### config.mk
export PLATFORM = sky130hd
export DESIGN_NAME = allpass_phaser_with_triangle_lfo_top
export DESIGN_NICKNAME = d
export VERILOG_FILES = /design/src/apph_pkg.sv /design/src/apph_ctrl.sv /design/src/apph_datapath.sv /design/src/allpass_phaser_with_triangle_lfo_top.sv
export VERILOG_INCLUDE_DIRS = /design/src /design/src/src
export SDC_FILE = /design/constraint.sdc
export NUM_CORES = 2
export LEC_CHECK = 0
export ABC_AREA = 1
export BUFFER_PORTS_ARGS = -buffer_cell sky130_fd_sc_hd__clkbuf_2
export CAP_MARGIN = 20
export CORE_ASPECT_RATIO = 1.75
export CORE_MARGIN = 5
export CORE_UTILIZATION = 65
export CTS_BUF_LIST = sky130_fd_sc_hd__clkbuf_2 sky130_fd_sc_hd__clkbuf_4 sky130_fd_sc_hd__clkbuf_8
export CTS_CLUSTER_SIZE = 28
export DETAILED_ROUTE_END_ITERATION = 8
export PLACE_DENSITY = 0.84
export SLEW_MARGIN = 20
export SYNTH_ARGS = -nofsm -noshare
export SYNTH_HDL_FRONTEND = slang
export SYNTH_SLANG_ARGS = --single-unit
### constraint.sdc
create_clock -name clk -period 22.9 [get_ports clk]
set_input_delay 1.145 -clock clk [delete_from_list [all_inputs] [get_ports clk]]
set_output_delay 1.145 -clock clk [all_outputs]
set_load 0.01 [all_outputs]
### src/allpass_phaser_with_triangle_lfo_top_assert.svh
// ---------------------------------------------------------------------------
// Assertion macros for the allpass phaser
// Shared shorthand for the clocked checks in the controller and datapath.
// ---------------------------------------------------------------------------
`ifndef ALLPASS_PHASER_WITH_TRIANGLE_LFO_TOP_ASSERT_SVH
`define ALLPASS_PHASER_WITH_TRIANGLE_LFO_TOP_ASSERT_SVH

// Same-cycle implication, disabled while reset is active
`define APPH_ASSERT_IMP(label, clk, rst_n, ante, cons, msg) \
    label: assert property (@(posedge clk) disable iff (!rst_n) (ante) |-> (cons)) \
        else $error(msg);

// Next-cycle implication, disabled while reset is active
`define APPH_ASSERT_NXT(label, clk, rst_n, ante, cons, msg) \
    label: assert property (@(posedge clk) disable iff (!rst_n) (ante) |=> (cons)) \
        else $error(msg);

`endif

### src/apph_pkg.sv
// ---------------------------------------------------------------------------
// apph_pkg
// Types, register indexes and constants shared by the phaser modules.
// ---------------------------------------------------------------------------
`default_nettype none

package apph_pkg;

    // Stage count default and configuration port widths
    localparam int NUM_STAGES_DEF = 8;
    localparam int CFG_INDEX_W    = 8;
    localparam int CFG_DATA_W     = 16;

    // Register indexes
    localparam logic [CFG_INDEX_W-1:0] CFG_MANUAL_WORD    = 8'd0;
    localparam logic [CFG_INDEX_W-1:0] CFG_SWEEP_DEPTH    = 8'd1;
    localparam logic [CFG_INDEX_W-1:0] CFG_FEEDBACK_GAIN  = 8'd2;
    localparam logic [CFG_INDEX_W-1:0] CFG_WET_MIX        = 8'd3;
    localparam logic [CFG_INDEX_W-1:0] CFG_OUTPUT_LEVEL   = 8'd4;
    localparam logic [CFG_INDEX_W-1:0] CFG_PAN_LEFT_GAIN  = 8'd5;
    localparam logic [CFG_INDEX_W-1:0] CFG_PAN_RIGHT_GAIN = 8'd6;
    localparam logic [CFG_INDEX_W-1:0] CFG_RATE_STEP      = 8'd7;

    // Reset values of the level and pan registers
    localparam logic [11:0] LEVEL_UNITY = 12'd512;
    localparam logic [15:0] GAIN_UNITY  = 16'd8192;

    // Frame item and result item
    typedef struct packed {
        logic signed [23:0] left_in;
        logic signed [23:0] right_in;
    } apph_in_t;

    typedef struct packed {
        logic signed [23:0] left_out;
        logic signed [23:0] right_out;
    } apph_out_t;

    // Configuration register file
    typedef struct packed {
        logic signed [9:0] manual_word;
        logic [15:0]       sweep_depth;
        logic [15:0]       feedback_gain;
        logic [15:0]       wet_mix;
        logic [11:0]       output_level;
        logic [15:0]       pan_left_gain;
        logic [15:0]       pan_right_gain;
        logic [15:0]       rate_step;
    } apph_cfg_t;

    // Controller sequence
    typedef enum logic [4:0] {
        S_IDLE,
        S_MUL_DEPTH,
        S_COEF_U,
        S_COEF_N,
        S_MUL_RECIP,
        S_COEF_A,
        S_MUL_FB,
        S_SUM_FB,
        S_STG_DIFF,
        S_STG_MUL,
        S_STG_ACC,
        S_MUL_MIX,
        S_SUM_W,
        S_MUL_LP_L,
        S_MUL_OUT_L,
        S_SAT_L,
        S_MUL_LP_R,
        S_MUL_OUT_R,
        S_SAT_R,
        S_PUSH
    } apph_state_t;

    // Datapath commands
    typedef enum logic [4:0] {
        OP_NONE,
        OP_LOAD_IN,
        OP_MUL_DEPTH,
        OP_COEF_U,
        OP_COEF_N,
        OP_MUL_RECIP,
        OP_COEF_A,
        OP_MUL_FB,
        OP_SUM_FB,
        OP_STAGE_DIFF,
        OP_STAGE_MUL,
        OP_STAGE_ACC,
        OP_MUL_MIX,
        OP_SUM_W,
        OP_MUL_LP_L,
        OP_MUL_OUT_L,
        OP_SAT_L,
        OP_MUL_LP_R,
        OP_MUL_OUT_R,
        OP_SAT_R,
        OP_PUSH
    } apph_op_t;

endpackage

`default_nettype wire

### src/apph_ctrl.sv
// ---------------------------------------------------------------------------
// apph_ctrl
// Sequencer for one frame: one datapath command per cycle except while it waits
// in idle or push; walks the allpass stages, owns both channels' handshake flags.
// ---------------------------------------------------------------------------
`default_nettype none

`include "allpass_phaser_with_triangle_lfo_top_assert.svh"

module apph_ctrl #(
    parameter int  NUM_STAGES = apph_pkg::NUM_STAGES_DEF,
    localparam int STAGE_W    = (NUM_STAGES > 1) ? $clog2(NUM_STAGES) : 1
) (
    input  wire                    clk,
    input  wire                    rst_n,
    input  wire                    frame_valid,
    output logic                   frame_ready,
    output logic                   result_valid,
    input  wire                    result_ready,
    output apph_pkg::apph_op_t     cmd_op,
    output logic [STAGE_W-1:0]     stage_idx
);

    apph_pkg::apph_state_t state_reg, state_next;
    logic [STAGE_W-1:0]    stage_reg, stage_next;
    logic                  out_valid_reg, out_valid_next;
    logic                  last_stage;

    // State, stage counter and result flag
    always_ff @(posedge clk or negedge rst_n)
    begin
        if (!rst_n)
        begin
            state_reg     <= apph_pkg::S_IDLE;
            stage_reg     <= '0;
            out_valid_reg <= 1'b0;
        end
        else
        begin
            state_reg     <= state_next;
            stage_reg     <= stage_next;
            out_valid_reg <= out_valid_next;
        end
    end

    assign last_stage = (stage_reg == STAGE_W'(NUM_STAGES - 1));

    // Next state and command decode
    always_comb
    begin
        state_next     = state_reg;
        stage_next     = stage_reg;
        out_valid_next = out_valid_reg;
        cmd_op         = apph_pkg::OP_NONE;
        if (out_valid_reg && result_ready)
        begin
            out_valid_next = 1'b0;
        end
        case (state_reg)
            apph_pkg::S_IDLE:
            begin
                if (frame_valid)
                begin
                    cmd_op     = apph_pkg::OP_LOAD_IN;
                    state_next = apph_pkg::S_MUL_DEPTH;
                end
            end
            apph_pkg::S_MUL_DEPTH:
            begin
                cmd_op     = apph_pkg::OP_MUL_DEPTH;
                state_next = apph_pkg::S_COEF_U;
            end
            apph_pkg::S_COEF_U:
            begin
                cmd_op     = apph_pkg::OP_COEF_U;
                state_next = apph_pkg::S_COEF_N;
            end
            apph_pkg::S_COEF_N:
            begin
                cmd_op     = apph_pkg::OP_COEF_N;
                state_next = apph_pkg::S_MUL_RECIP;
            end
            apph_pkg::S_MUL_RECIP:
            begin
                cmd_op     = apph_pkg::OP_MUL_RECIP;
                state_next = apph_pkg::S_COEF_A;
            end
            apph_pkg::S_COEF_A:
            begin
                cmd_op     = apph_pkg::OP_COEF_A;
                state_next = apph_pkg::S_MUL_FB;
            end
            apph_pkg::S_MUL_FB:
            begin
                cmd_op     = apph_pkg::OP_MUL_FB;
                state_next = apph_pkg::S_SUM_FB;
            end
            apph_pkg::S_SUM_FB:
            begin
                cmd_op     = apph_pkg::OP_SUM_FB;
                stage_next = '0;
                state_next = apph_pkg::S_STG_DIFF;
            end
            apph_pkg::S_STG_DIFF:
            begin
                cmd_op     = apph_pkg::OP_STAGE_DIFF;
                state_next = apph_pkg::S_STG_MUL;
            end
            apph_pkg::S_STG_MUL:
            begin
                cmd_op     = apph_pkg::OP_STAGE_MUL;
                state_next = apph_pkg::S_STG_ACC;
            end
            apph_pkg::S_STG_ACC:
            begin
                cmd_op = apph_pkg::OP_STAGE_ACC;
                if (last_stage)
                begin
                    state_next = apph_pkg::S_MUL_MIX;
                end
                else
                begin
                    stage_next = stage_reg + 1'b1;
                    state_next = apph_pkg::S_STG_DIFF;
                end
            end
            apph_pkg::S_MUL_MIX:
            begin
                cmd_op     = apph_pkg::OP_MUL_MIX;
                state_next = apph_pkg::S_SUM_W;
            end
            apph_pkg::S_SUM_W:
            begin
                cmd_op     = apph_pkg::OP_SUM_W;
                state_next = apph_pkg::S_MUL_LP_L;
            end
            apph_pkg::S_MUL_LP_L:
            begin
                cmd_op     = apph_pkg::OP_MUL_LP_L;
                state_next = apph_pkg::S_MUL_OUT_L;
            end
            apph_pkg::S_MUL_OUT_L:
            begin
                cmd_op     = apph_pkg::OP_MUL_OUT_L;
                state_next = apph_pkg::S_SAT_L;
            end
            apph_pkg::S_SAT_L:
            begin
                cmd_op     = apph_pkg::OP_SAT_L;
                state_next = apph_pkg::S_MUL_LP_R;
            end
            apph_pkg::S_MUL_LP_R:
            begin
                cmd_op     = apph_pkg::OP_MUL_LP_R;
                state_next = apph_pkg::S_MUL_OUT_R;
            end
            apph_pkg::S_MUL_OUT_R:
            begin
                cmd_op     = apph_pkg::OP_MUL_OUT_R;
                state_next = apph_pkg::S_SAT_R;
            end
            apph_pkg::S_SAT_R:
            begin
                cmd_op     = apph_pkg::OP_SAT_R;
                state_next = apph_pkg::S_PUSH;
            end
            apph_pkg::S_PUSH:
            begin
                // wait here only while the previous result is still held
                if (!out_valid_reg || result_ready)
                begin
                    cmd_op         = apph_pkg::OP_PUSH;
                    out_valid_next = 1'b1;
                    state_next     = apph_pkg::S_IDLE;
                end
            end
            default:
            begin
                state_next = apph_pkg::S_IDLE;
            end
        endcase
    end

    assign frame_ready  = (state_reg == apph_pkg::S_IDLE);
    assign result_valid = out_valid_reg;
    assign stage_idx    = stage_reg;

    // Checks
    `APPH_ASSERT_NXT(a_busy_after_accept, clk, rst_n, frame_valid && frame_ready, !frame_ready, "frame taken while busy")
    `APPH_ASSERT_IMP(a_push_slot_free, clk, rst_n, cmd_op == apph_pkg::OP_PUSH, !result_valid || result_ready, "result overwritten")
    `APPH_ASSERT_NXT(a_push_shows_valid, clk, rst_n, cmd_op == apph_pkg::OP_PUSH, result_valid, "pushed result not shown")
    `APPH_ASSERT_IMP(a_stage_in_range, clk, rst_n, 1'b1, stage_reg <= STAGE_W'(NUM_STAGES - 1), "stage index out of range")

endmodule

`default_nettype wire

### src/apph_datapath.sv
// ---------------------------------------------------------------------------
// apph_datapath
// One shared multiplier with operand selection, the coefficient, stage and
// output arithmetic, the LFO phase and the allpass history registers.
// ---------------------------------------------------------------------------
`default_nettype none

`include "allpass_phaser_with_triangle_lfo_top_assert.svh"

module apph_datapath #(
    parameter int  NUM_STAGES = apph_pkg::NUM_STAGES_DEF,
    localparam int STAGE_W    = (NUM_STAGES > 1) ? $clog2(NUM_STAGES) : 1
) (
    input  wire                         clk,
    input  wire                         rst_n,
    input  wire apph_pkg::apph_cfg_t    cfg,
    input  wire apph_pkg::apph_op_t     cmd_op,
    input  wire [STAGE_W-1:0]           stage_idx,
    input  wire apph_pkg::apph_in_t     frame,
    output apph_pkg::apph_out_t         result
);

    // ceil(2^21 / 5): exact floor division by five for 19-bit values
    localparam logic [19:0] RECIP_FIVE = 20'd419431;
    localparam int          RECIP_SH   = 21;

    // LFO and history state
    logic [23:0]        phase_reg;
    logic signed [31:0] in_hist_reg  [NUM_STAGES];
    logic signed [31:0] out_hist_reg [NUM_STAGES];
    logic signed [31:0] fb_sample_reg;

    // Working registers
    logic signed [24:0] x_reg;
    logic [24:0]        tri_reg;
    logic signed [62:0] prod_reg;
    logic signed [25:0] u_reg;
    logic [18:0]        n_reg;
    logic signed [15:0] a_reg;
    logic signed [32:0] d_reg;
    logic signed [31:0] v_reg;
    logic signed [31:0] w_reg;
    logic signed [23:0] ol_reg;
    logic signed [23:0] or_reg;
    apph_pkg::apph_out_t result_reg;

    // Combinational values
    logic signed [25:0] tri_fold;
    logic signed [25:0] tri_abs;
    logic [24:0]        tri_next;
    logic signed [33:0] op_a;
    logic signed [28:0] op_b;
    logic signed [62:0] mul_full;
    logic signed [29:0] manual_term;
    logic signed [29:0] u_raw;
    logic signed [25:0] u_next;
    logic signed [30:0] n_acc;
    logic signed [30:0] n_sum;
    logic [18:0]        n_next;
    logic signed [16:0] a_wide;
    logic signed [15:0] a_next;
    logic signed [31:0] y_next;
    logic signed [47:0] gain_term;

    function automatic logic signed [31:0] sat32(input logic signed [47:0] v);
        if (v > 48'sd2147483647)
        begin
            return 32'sh7FFFFFFF;
        end
        else if (v < -48'sd2147483648)
        begin
            return 32'sh80000000;
        end
        return v[31:0];
    endfunction

    function automatic logic signed [23:0] sat24(input logic signed [39:0] v);
        if (v > 40'sd8388607)
        begin
            return 24'sh7FFFFF;
        end
        else if (v < -40'sd8388608)
        begin
            return 24'sh800000;
        end
        return v[23:0];
    endfunction

    // Triangle from the current phase: 2^24 - |2*phase - 2^24|
    always_comb
    begin
        tri_fold = $signed({1'b0, phase_reg, 1'b0}) - 26'sd16777216;
        tri_abs  = tri_fold[25] ? -tri_fold : tri_fold;
        tri_next = 25'd16777216 - tri_abs[24:0];
    end

    // Shared multiplier operand select
    always_comb
    begin
        op_a = '0;
        op_b = '0;
        case (cmd_op)
            apph_pkg::OP_MUL_DEPTH:
            begin
                op_a = 34'(tri_reg);
                op_b = 29'(cfg.sweep_depth);
            end
            apph_pkg::OP_MUL_RECIP:
            begin
                op_a = 34'(n_reg);
                op_b = 29'(RECIP_FIVE);
            end
            apph_pkg::OP_MUL_FB:
            begin
                op_a = 34'(fb_sample_reg);
                op_b = 29'(cfg.feedback_gain);
            end
            apph_pkg::OP_STAGE_MUL:
            begin
                op_a = 34'(d_reg);
                op_b = 29'(a_reg);
            end
            apph_pkg::OP_MUL_MIX:
            begin
                op_a = 34'(v_reg);
                op_b = 29'(cfg.wet_mix);
            end
            apph_pkg::OP_MUL_LP_L:
            begin
                op_a = 34'(cfg.output_level);
                op_b = 29'(cfg.pan_left_gain);
            end
            apph_pkg::OP_MUL_LP_R:
            begin
                op_a = 34'(cfg.output_level);
                op_b = 29'(cfg.pan_right_gain);
            end
            apph_pkg::OP_MUL_OUT_L, apph_pkg::OP_MUL_OUT_R:
            begin
                // level times pan is left in the product register
                op_a = 34'(w_reg);
                op_b = $signed({1'b0, prod_reg[27:0]});
            end
            default:
            begin
                op_a = '0;
                op_b = '0;
            end
        endcase
    end

    assign mul_full = op_a * op_b;

    // Coefficient: u = -manual - depth*tri, clamped to +-1.0 in Q.24
    always_comb
    begin
        manual_term = -(30'($signed({cfg.manual_word, 15'b0})));
        u_raw       = manual_term - $signed({2'b00, prod_reg[40:13]});
        if (u_raw > 30'sd16777216)
        begin
            u_next = 26'sd16777216;
        end
        else if (u_raw < -30'sd16777216)
        begin
            u_next = -26'sd16777216;
        end
        else
        begin
            u_next = u_raw[25:0];
        end
    end

    // 0.9*u in Q1.15, rounded: floor((9u + 2560) / 1024 / 5), offset to stay positive
    always_comb
    begin
        n_acc  = (31'(u_reg) <<< 3) + 31'(u_reg) + 31'sd2560;
        n_sum  = (n_acc >>> 10) + 31'sd163840;
        n_next = n_sum[18:0];
        a_wide = $signed({1'b0, prod_reg[RECIP_SH+15:RECIP_SH]}) - 17'sd32768;
        a_next = a_wide[15:0];
    end

    // Allpass stage output and the Q3.13 gain term shared by the two sums
    assign y_next    = sat32(48'(in_hist_reg[stage_idx]) + $signed(prod_reg[62:15]));
    assign gain_term = $signed(prod_reg[60:13]);

    // Working registers
    always_ff @(posedge clk)
    begin
        case (cmd_op)
            apph_pkg::OP_LOAD_IN:
            begin
                // half-weight mono sum in Q8.24 is just L + R
                x_reg   <= 25'(frame.left_in) + 25'(frame.right_in);
                tri_reg <= tri_next;
            end
            apph_pkg::OP_MUL_DEPTH, apph_pkg::OP_MUL_RECIP, apph_pkg::OP_MUL_FB,
            apph_pkg::OP_STAGE_MUL, apph_pkg::OP_MUL_MIX, apph_pkg::OP_MUL_LP_L,
            apph_pkg::OP_MUL_OUT_L, apph_pkg::OP_MUL_LP_R, apph_pkg::OP_MUL_OUT_R:
            begin
                prod_reg <= mul_full;
            end
            apph_pkg::OP_COEF_U:
            begin
                u_reg <= u_next;
            end
            apph_pkg::OP_COEF_N:
            begin
                n_reg <= n_next;
            end
            apph_pkg::OP_COEF_A:
            begin
                a_reg <= a_next;
            end
            apph_pkg::OP_SUM_FB:
            begin
                v_reg <= sat32(48'(x_reg) + gain_term);
            end
            apph_pkg::OP_STAGE_DIFF:
            begin
                d_reg <= 33'(v_reg) - 33'(out_hist_reg[stage_idx]);
            end
            apph_pkg::OP_STAGE_ACC:
            begin
                v_reg <= y_next;
            end
            apph_pkg::OP_SUM_W:
            begin
                w_reg <= sat32(48'(x_reg) + gain_term);
            end
            apph_pkg::OP_SAT_L:
            begin
                ol_reg <= sat24($signed(prod_reg[62:23]));
            end
            apph_pkg::OP_SAT_R:
            begin
                or_reg <= sat24($signed(prod_reg[62:23]));
            end
            apph_pkg::OP_PUSH:
            begin
                result_reg.left_out  <= ol_reg;
                result_reg.right_out <= or_reg;
            end
            default:
            begin
            end
        endcase
    end

    // Phase, histories and feedback sample
    always_ff @(posedge clk or negedge rst_n)
    begin
        if (!rst_n)
        begin
            phase_reg     <= '0;
            fb_sample_reg <= '0;
            for (int i = 0; i < NUM_STAGES; i++)
            begin
                in_hist_reg[i]  <= '0;
                out_hist_reg[i] <= '0;
            end
        end
        else
        begin
            case (cmd_op)
                apph_pkg::OP_LOAD_IN:
                begin
                    phase_reg <= phase_reg + 24'(cfg.rate_step);
                end
                apph_pkg::OP_STAGE_ACC:
                begin
                    in_hist_reg[stage_idx]  <= v_reg;
                    out_hist_reg[stage_idx] <= y_next;
                end
                apph_pkg::OP_SUM_W:
                begin
                    fb_sample_reg <= v_reg;
                end
                default:
                begin
                end
            endcase
        end
    end

    assign result = result_reg;

    // Checks
    `APPH_ASSERT_NXT(a_coef_range, clk, rst_n, cmd_op == apph_pkg::OP_COEF_A, (a_reg <= 16'sd29491) && (a_reg >= -16'sd29491), "coefficient beyond 0.9")
    `APPH_ASSERT_NXT(a_phase_step, clk, rst_n, cmd_op == apph_pkg::OP_LOAD_IN, phase_reg == 24'($past(phase_reg) + 24'($past(cfg.rate_step))), "phase did not advance by rate")
    `APPH_ASSERT_NXT(a_stage_write, clk, rst_n, cmd_op == apph_pkg::OP_STAGE_ACC, out_hist_reg[$past(stage_idx)] == v_reg, "stage history and running value differ")

endmodule

`default_nettype wire

### src/allpass_phaser_with_triangle_lfo_top.sv
// ---------------------------------------------------------------------------
// allpass_phaser_with_triangle_lfo_top
// Stereo-in, stereo-out phaser: mono allpass cascade swept by a triangle LFO.
// ---------------------------------------------------------------------------
// A frame item is accepted only in the idle state, and its result is loaded into
// the output register at the end of the sequence. All multiplications share one
// 34x29 multiplier; each allpass stage runs a difference, a product and an
// accumulate step, and only the product step uses it. A new frame is taken as
// soon as the previous one has been moved to the output register, so a finished
// result can wait for the consumer while the next frame is worked on; if the
// output register is still full at the end, the block holds until it is taken.
// Configuration writes are taken every cycle and must only be made while the
// block is idle. Results are saturated to 24 bits.
`default_nettype none

module allpass_phaser_with_triangle_lfo_top #(
    parameter int  NUM_STAGES = apph_pkg::NUM_STAGES_DEF,
    localparam int STAGE_W    = (NUM_STAGES > 1) ? $clog2(NUM_STAGES) : 1
) (
    input  wire                                 clk,
    input  wire                                 rst_n,
    input  wire                                 frame_valid,
    output logic                                frame_ready,
    input  wire apph_pkg::apph_in_t             frame,
    output logic                                result_valid,
    input  wire                                 result_ready,
    output apph_pkg::apph_out_t                 result,
    input  wire                                 cfg_valid,
    output logic                                cfg_ready,
    input  wire [apph_pkg::CFG_INDEX_W-1:0]     cfg_index,
    input  wire [apph_pkg::CFG_DATA_W-1:0]      cfg_data
);

    apph_pkg::apph_cfg_t cfg_reg, cfg_next;
    apph_pkg::apph_op_t  cmd_op;
    logic [STAGE_W-1:0]  stage_idx;

    // Configuration register write decode
    always_comb
    begin
        cfg_next = cfg_reg;
        if (cfg_valid)
        begin
            case (cfg_index)
                apph_pkg::CFG_MANUAL_WORD:    cfg_next.manual_word    = cfg_data[9:0];
                apph_pkg::CFG_SWEEP_DEPTH:    cfg_next.sweep_depth    = cfg_data;
                apph_pkg::CFG_FEEDBACK_GAIN:  cfg_next.feedback_gain  = cfg_data;
                apph_pkg::CFG_WET_MIX:        cfg_next.wet_mix        = cfg_data;
                apph_pkg::CFG_OUTPUT_LEVEL:   cfg_next.output_level   = cfg_data[11:0];
                apph_pkg::CFG_PAN_LEFT_GAIN:  cfg_next.pan_left_gain  = cfg_data;
                apph_pkg::CFG_PAN_RIGHT_GAIN: cfg_next.pan_right_gain = cfg_data;
                apph_pkg::CFG_RATE_STEP:      cfg_next.rate_step      = cfg_data;
                default:                      cfg_next = cfg_reg;
            endcase
        end
    end

    // Configuration registers
    always_ff @(posedge clk or negedge rst_n)
    begin
        if (!rst_n)
        begin
            cfg_reg.manual_word    <= '0;
            cfg_reg.sweep_depth    <= '0;
            cfg_reg.feedback_gain  <= '0;
            cfg_reg.wet_mix        <= '0;
            cfg_reg.output_level   <= apph_pkg::LEVEL_UNITY;
            cfg_reg.pan_left_gain  <= apph_pkg::GAIN_UNITY;
            cfg_reg.pan_right_gain <= apph_pkg::GAIN_UNITY;
            cfg_reg.rate_step      <= '0;
        end
        else
        begin
            cfg_reg <= cfg_next;
        end
    end

    assign cfg_ready = 1'b1;

    // Sequencer
    apph_ctrl #(
        .NUM_STAGES (NUM_STAGES)
    ) u_ctrl (
        .clk          (clk),
        .rst_n        (rst_n),
        .frame_valid  (frame_valid),
        .frame_ready  (frame_ready),
        .result_valid (result_valid),
        .result_ready (result_ready),
        .cmd_op       (cmd_op),
        .stage_idx    (stage_idx)
    );

    // Arithmetic and state
    apph_datapath #(
        .NUM_STAGES (NUM_STAGES)
    ) u_datapath (
        .clk       (clk),
        .rst_n     (rst_n),
        .cfg       (cfg_reg),
        .cmd_op    (cmd_op),
        .stage_idx (stage_idx),
        .frame     (frame),
        .result    (result)
    );

endmodule

`default_nettype wire

# --- After elaboration in Yosys (flattened, before gate mapping) ---
# Index checks and enable logic that the tools add are counted.
classes:
  addsub: 15
  mul: 1
  order_cmp: 10
  n_eq_ne: 50
  mux: 48
  bitwise: 1
  n_reduce_logical: 22
ops:
  columns: ["cell", "n"]
  rows:
  - ["bitwise mux 256 bit", 2]
  - ["2-to-1 mux 32 bit", 12]
  - ["one-hot mux 34 bit (7 select lines)", 1]
  - ["one-hot mux 29 bit (8 select lines)", 1]
  - ["one-hot mux 5 bit (20 select lines)", 2]
  - ["binary-select mux 32 bit (select 3 bit)", 2]
  - ["demux 32 bit (select 3 bit)", 1]
  - ["> comparator 48 x 32 -> 1 bit (second input constant)", 2]
  - ["< comparator 48 x 32 -> 1 bit (second input constant)", 2]
  - ["2-to-1 mux 24 bit", 4]
  - ["== test 5 x 4 -> 1 bit (second input constant)", 16]
  - ["one-hot mux 32 bit (2 select lines)", 1]
  - ["multiplier 34 x 29 -> 63 bit", 1]
  - ["adder 25 x 48 -> 48 bit", 1]
  - ["adder 32 x 48 -> 48 bit", 1]
  - ["== test 5 bit (second input constant)", 9]
  - ["== test 5 x 3 -> 1 bit (second input constant)", 8]
  - ["> comparator 40 x 24 -> 1 bit (second input constant)", 1]
  - ["< comparator 40 x 24 -> 1 bit (second input constant)", 1]
  - ["subtractor 32 x 32 -> 33 bit", 1]
  - ["== test 8 x 3 -> 1 bit (second input constant)", 4]
  - ["> comparator 30 x 26 -> 1 bit (second input constant)", 1]
  - ["< comparator 30 x 25 -> 1 bit (second input constant)", 1]
  - ["negation 25 -> 30 bit", 1]
  - ["other kinds (37)", 71]
word_totals:
  reg_bits: 1062
  inputBits: 77
  output_inout_bits: 51
  wordCells: 190

# --- Depth between registers and ports, before layout ---
depth:
  depth_word: 10
  mapped_depth: 40
  depth_no_buf: 38

# --- Hierarchy ---
# From an unflattened synthesis, not the netlist that was laid out.
unflattened:
  cells_unflattened: 11671
  hier_area_um2: 95051.2
modules_own_cells:
  columns: ["mod", "n_inst", "cells_per_inst", "area_each_um2", "seq_area_each_um2"]
  rows:
  - ["apph_datapath", 1, 11030, 89575.9, 25204.2]
  - ["allpass_phaser_with_triangle_lfo_top", 1, 547, 4824.6, 2956.6]
  - ["apph_ctrl", 1, 94, 650.6, 225.2]

# --- Worst setup path after synthesis ---
# OpenSTA, ideal clock, no wires.
synth_path:
  kind: "register -> register"
  from: "register u_ctrl.state_reg[4]"
  to: "register u_datapath.prod_reg[60], data pin"
  setup_time_ns: 0.262
  arrival_ns: 9.044
  required_ns: 22.638
  path_slack_ns: 13.594
  path_stages_with_launch: 34
  path_buffers: 5
  synth_period_minus_slack_ns: 9.306
  cell_sequence: "dfrtp_1 > buf_2 > buf_2 > nand3_1 > nand2_1 > clkbuf_1 > buf_2 > a221oi_1 > and2_1 > clkbuf_1 > nor2_1 > fa_1 > fa_1 > fa_1 > inv_1 > fa_1 > inv_1 > fa_1 > fa_1 > fa_1 > inv_1 > fa_1 > inv_1 > ha_1 > nand2_1 > nor2_1 > inv_1 > nor4_1 > nand3b_1 > nand3_1 > nand3_1 > nand2_1 > a21oi_1 > xor2_1"
synth_via:
  elab_chain_len: 6
  word_cells_on_any_way: 35
  cone_classes: "mul (1); eq/ne (28); mux (3); reduce/logical (3)"
synth_lines:
  columns: ["item", "line", "text"]
  rows:
  - ["start, declared", "apph_ctrl.sv:24", "apph_pkg::apph_state_t state_reg, state_next;"]
  - ["start signal, assigned", "apph_ctrl.sv:34", "state_reg <= apph_pkg::S_IDLE;"]
  - ["start signal, assigned", "apph_ctrl.sv:40", "state_reg <= state_next;"]
  - ["== test 5 bit, or another cell as far along", "apph_ctrl.sv:59", "case (state_reg)"]
  - ["one-hot mux 5 bit (20 select lines) *", "apph_ctrl.sv:59", null]
  - ["== test 5 x 4 -> 1 bit / == test 5 bit (equally long branches)", "apph_datapath.sv:102", "case (cmd_op)"]
  - ["OR reduction 2 bit (on tied branches)", null, null]
  - ["one-hot mux 29 bit (8 select lines) / one-hot mux 34 bit (7 select lines) (equally long branches)", "apph_datapath.sv:102", null]
  - ["multiplier 34 x 29 -> 63 bit *", "apph_datapath.sv:152", "assign mul_full = op_a * op_b;"]
  - ["via u_datapath.mul_full[60]", "apph_datapath.sv:53", "logic signed [62:0] mul_full;"]
  - ["end signal, assigned", "apph_datapath.sv:201", "prod_reg <= mul_full;"]
  - ["end, declared", "apph_datapath.sv:36", "logic signed [62:0] prod_reg;"]
# Mark *: on every way through the listed nets, which the timed path passes. The rest lies on a longest branch.
# A chain may end at the register's enable or synchronous reset.

# --- Worst setup path after layout ---
layout_path:
  from: "register u_ctrl.state_reg[4]"
  to: "register u_datapath.prod_reg[59], data pin"
# The elaborated chain is that of the path after synthesis.

==> reports/results.ini <==
[detailed_routing]
dr.pass1.iters = 9
wl_mm = 381
drc_errors = 1
drt_iter0_drc = 10000
detail-route-antenna-nets = 0
vias_per_cell = 6.38
dr_total_vias = 84900
wl_per_cell_um = 28.6

[cts]
numCtsBuffers = 139
cts_tree = built
clock_latency_ns = 0.95
cts_num_sinks = 1061
clockBufferDepth = 3
cts_resized = 0
cts_root_buf = clkbuf_8
cts.reportedPaths.clkPinSlew_ns = 0.07
hold_buffers = 0
post_cts.repair.setup_buffers = 0
cts-htree-levels = 4

[global_route]
gr-usage-all-layers_pct = 50.6
grt_antenna_before_repair = 21
grt_first_pass_wirelength_mm = 555
grt_start_max_net_pins = 134
overflow = 0
grt_pass1_vias = 89500

[floorplan]
num_io_pins = 128
core-area_um2 = 142000
num_rows = 183
die_area_um2 = 151000
start_util_pct = 65.4
die_height_um = 511
die_w_um = 296

[timing]
setup_tns_ns = 0
finalHoldViolCount = 0
fin_worst_skew_ns = 0.0967
worst_slew_pin_slew_ns = 1.27
slew_violations = 0
fin_crit_ns = 12.33
post-route-period-util_pct = 53.8
setup_violations = 0
maxSlewHeadroom_pct = 14.2
rsz0062_at_grt = false
hold_slack_ns = 0.279
max_freq_mhz = 81.1

[yosys]
netlist_area_um2 = 93000
ys_warn_count = 0
synth_edf_count = 366
synthTopCellsByArea = fa_1 (22%), dfrtp_1 (19%), nand2_1 (13%), edfxtp_1 (12%), inv_1 (7.9%)
synth_cell_types = 65
syn_avg_cell_area_um2 = 8.24
synth_nets = 12800
seq_area_frac_synth_pct = 30.5
synth_flop_cell = dfrtp_1
synth.largest_area_cell = fa_1
syn_inst = 11300
synth_top_area_share_pct = 22.0
async_flop_share_pct = 65.5
ys_ff_latch = 1061

[setup_path]
worstSetupStartpointType = flip-flop
crit_required_ns = 23.51
reg2regPathDepth = 29
reg2reg_from = u_ctrl.state_reg[4]
crit_path_end_kind = flip-flop
cp_slowest_stage_delay_ns = 1.04
worst-r2r-setup-slack_ns = 10.57
path_max_fanout = 33
critPathKind = flip-flop to flip-flop
cp.arrival_ns = 12.94
r2r_end = u_datapath.prod_reg[59]
path_common_cell = fa_1
cpMaxStageDelayCell = o21ai_0

[finish]
drive_above_1_share_pct = 6.26
multi_input_area_um2 = 55700
syn_to_final_growth_pct = 6.51
layout_common_cells = nand2_1 (3,260), inv_1 (1,950), fa_1 (1,023), nor2_1 (975), dfrtp_1 (692)
regArea_um2 = 28400
nNetsFinal = 12900
n_fill_cell = 10800
final_common_cell = nand2_1
final_cells = 13300

[power_and_ir_drop]
p_per_area_nw_per_um2 = 125
ir_worst_vdd_uv = 130
p_leak_nw = 50.9

[status]
status = complete, but fails checks
violations = design-rule violations

[place]
port_buffers = 126
hpwl_mm = 291
place.gp.congestion = 1.09
dp.cells = 13000

[flow_run]
cap_violations = 0

[hold_path]
hp-class = input port to async pin

[per-stage QoR]
stage / power [W] / util (%) / setup slack, ns / instance area (um2)
2_1_floorplan: 0.00737 / - / 13.59 / 93000
3_3_place_gp: 0.0101 / 67.4 / 11.55 / 95800
3_5_place_dp: 0.0103 / 67.4 / 11.29 / 95800
4_1_cts: 0.0119 / 69.6 / 11.25 / 99000
5_1_grt: 0.0128 / 69.7 / 10.47 / 99100
6_report: 0.0123 / 69.7 / 10.57 / 99100
[worst max-delay path by stage]
stage	startpoint	endpoint	slack, ns	cells past startpoint
floorplan	u_ctrl.state_reg[4]	u_datapath.prod_reg[60]	13.59	33
global placement	u_ctrl.state_reg[4]	u_datapath.prod_reg[60]	11.55	31
detailed placement	u_ctrl.state_reg[4]	u_datapath.prod_reg[59]	11.29	29
CTS	u_ctrl.state_reg[4]	u_datapath.prod_reg[59]	11.25	29
global route	u_ctrl.state_reg[4]	u_datapath.prod_reg[59]	10.47	29
finish	u_ctrl.state_reg[4]	u_datapath.prod_reg[59]	10.57	29
[logic make-up after synthesis]
family / count (synthesis) / synth area share [%]
adders and majority gates: 1461 / 27.9
DFF: 1061 / 30.5
buffers and inverters: 2392 / 9.88
AOI/OAI and AO/OA: 1344 / 8.43
other: 1 / 0.00403
xor gates and xnor gates: 281 / 2.65
and+or+nand+nor: 4750 / 20.6
[worst max-delay path, delay by kind of cell (launching register included)]
| kind | cells | cell delay (ns) |
|---|---|---|
| XOR/XNOR | 1 | 0.20 |
| flip-flops | 1 | 0.67 |
| adder cells (fa/ha/maj) | 9 | 4.43 |
| AND/OR/NAND/NOR | 8 | 3.13 |
| AO/OA/AOI/OAI | 4 | 1.65 |
| buffers and inverters | 7 | 1.91 |
[Yosys cell counts, drive strengths merged (7+ instances only)]
master      n
o21a        7
o22ai      15
nand3b      9
nor4       34
a31oi      36
o2111ai     8
edfxtp    366
clkbuf    283
and2        8
a21o       15
nor3       69
a221oi    108
ha        438
buf       108
a22oi      79
inv      1975
dfrtp     692
a21oi     328
a22o       48
xor2      184
nand2    3330
o21bai     20
nand3     171
o21ai     636
a21boi      7
nor2     1006
xnor2      97
clkinv     25
o211ai     18
fa       1023
nand4     112
[cell type report]
class / count / share of cell area, %
flip-flops and latches: 1061 / 28.6
well taps: 1850 / 2.34
multi-input cells: 7837 / 56.2
clock inverters: 57 / 0.698
diodes: 18 / 0.0455
inverters: 2000 / 7.58
repair buffers: 295 / 1.94
clock buffers: 195 / 2.53
[metal layers]
layer  GRT usage, %  part of all wire [%]  up-vias  routed length, um
met5              0                 0.019        -                 73
met3           16.3                    12     3052              44200
met2           80.4                    45     7072             173000
met1           47.6                    27    39700             103000
li1               -                     -    35000                  -
met4           58.5                    16        8              61100
[power by group]
group,switching [W],internal [W]
sequential,0.000344,0.00249
combinational,0.00577,0.00210
clock,0.000821,0.000815
Power figures use the tool's default switching activity.
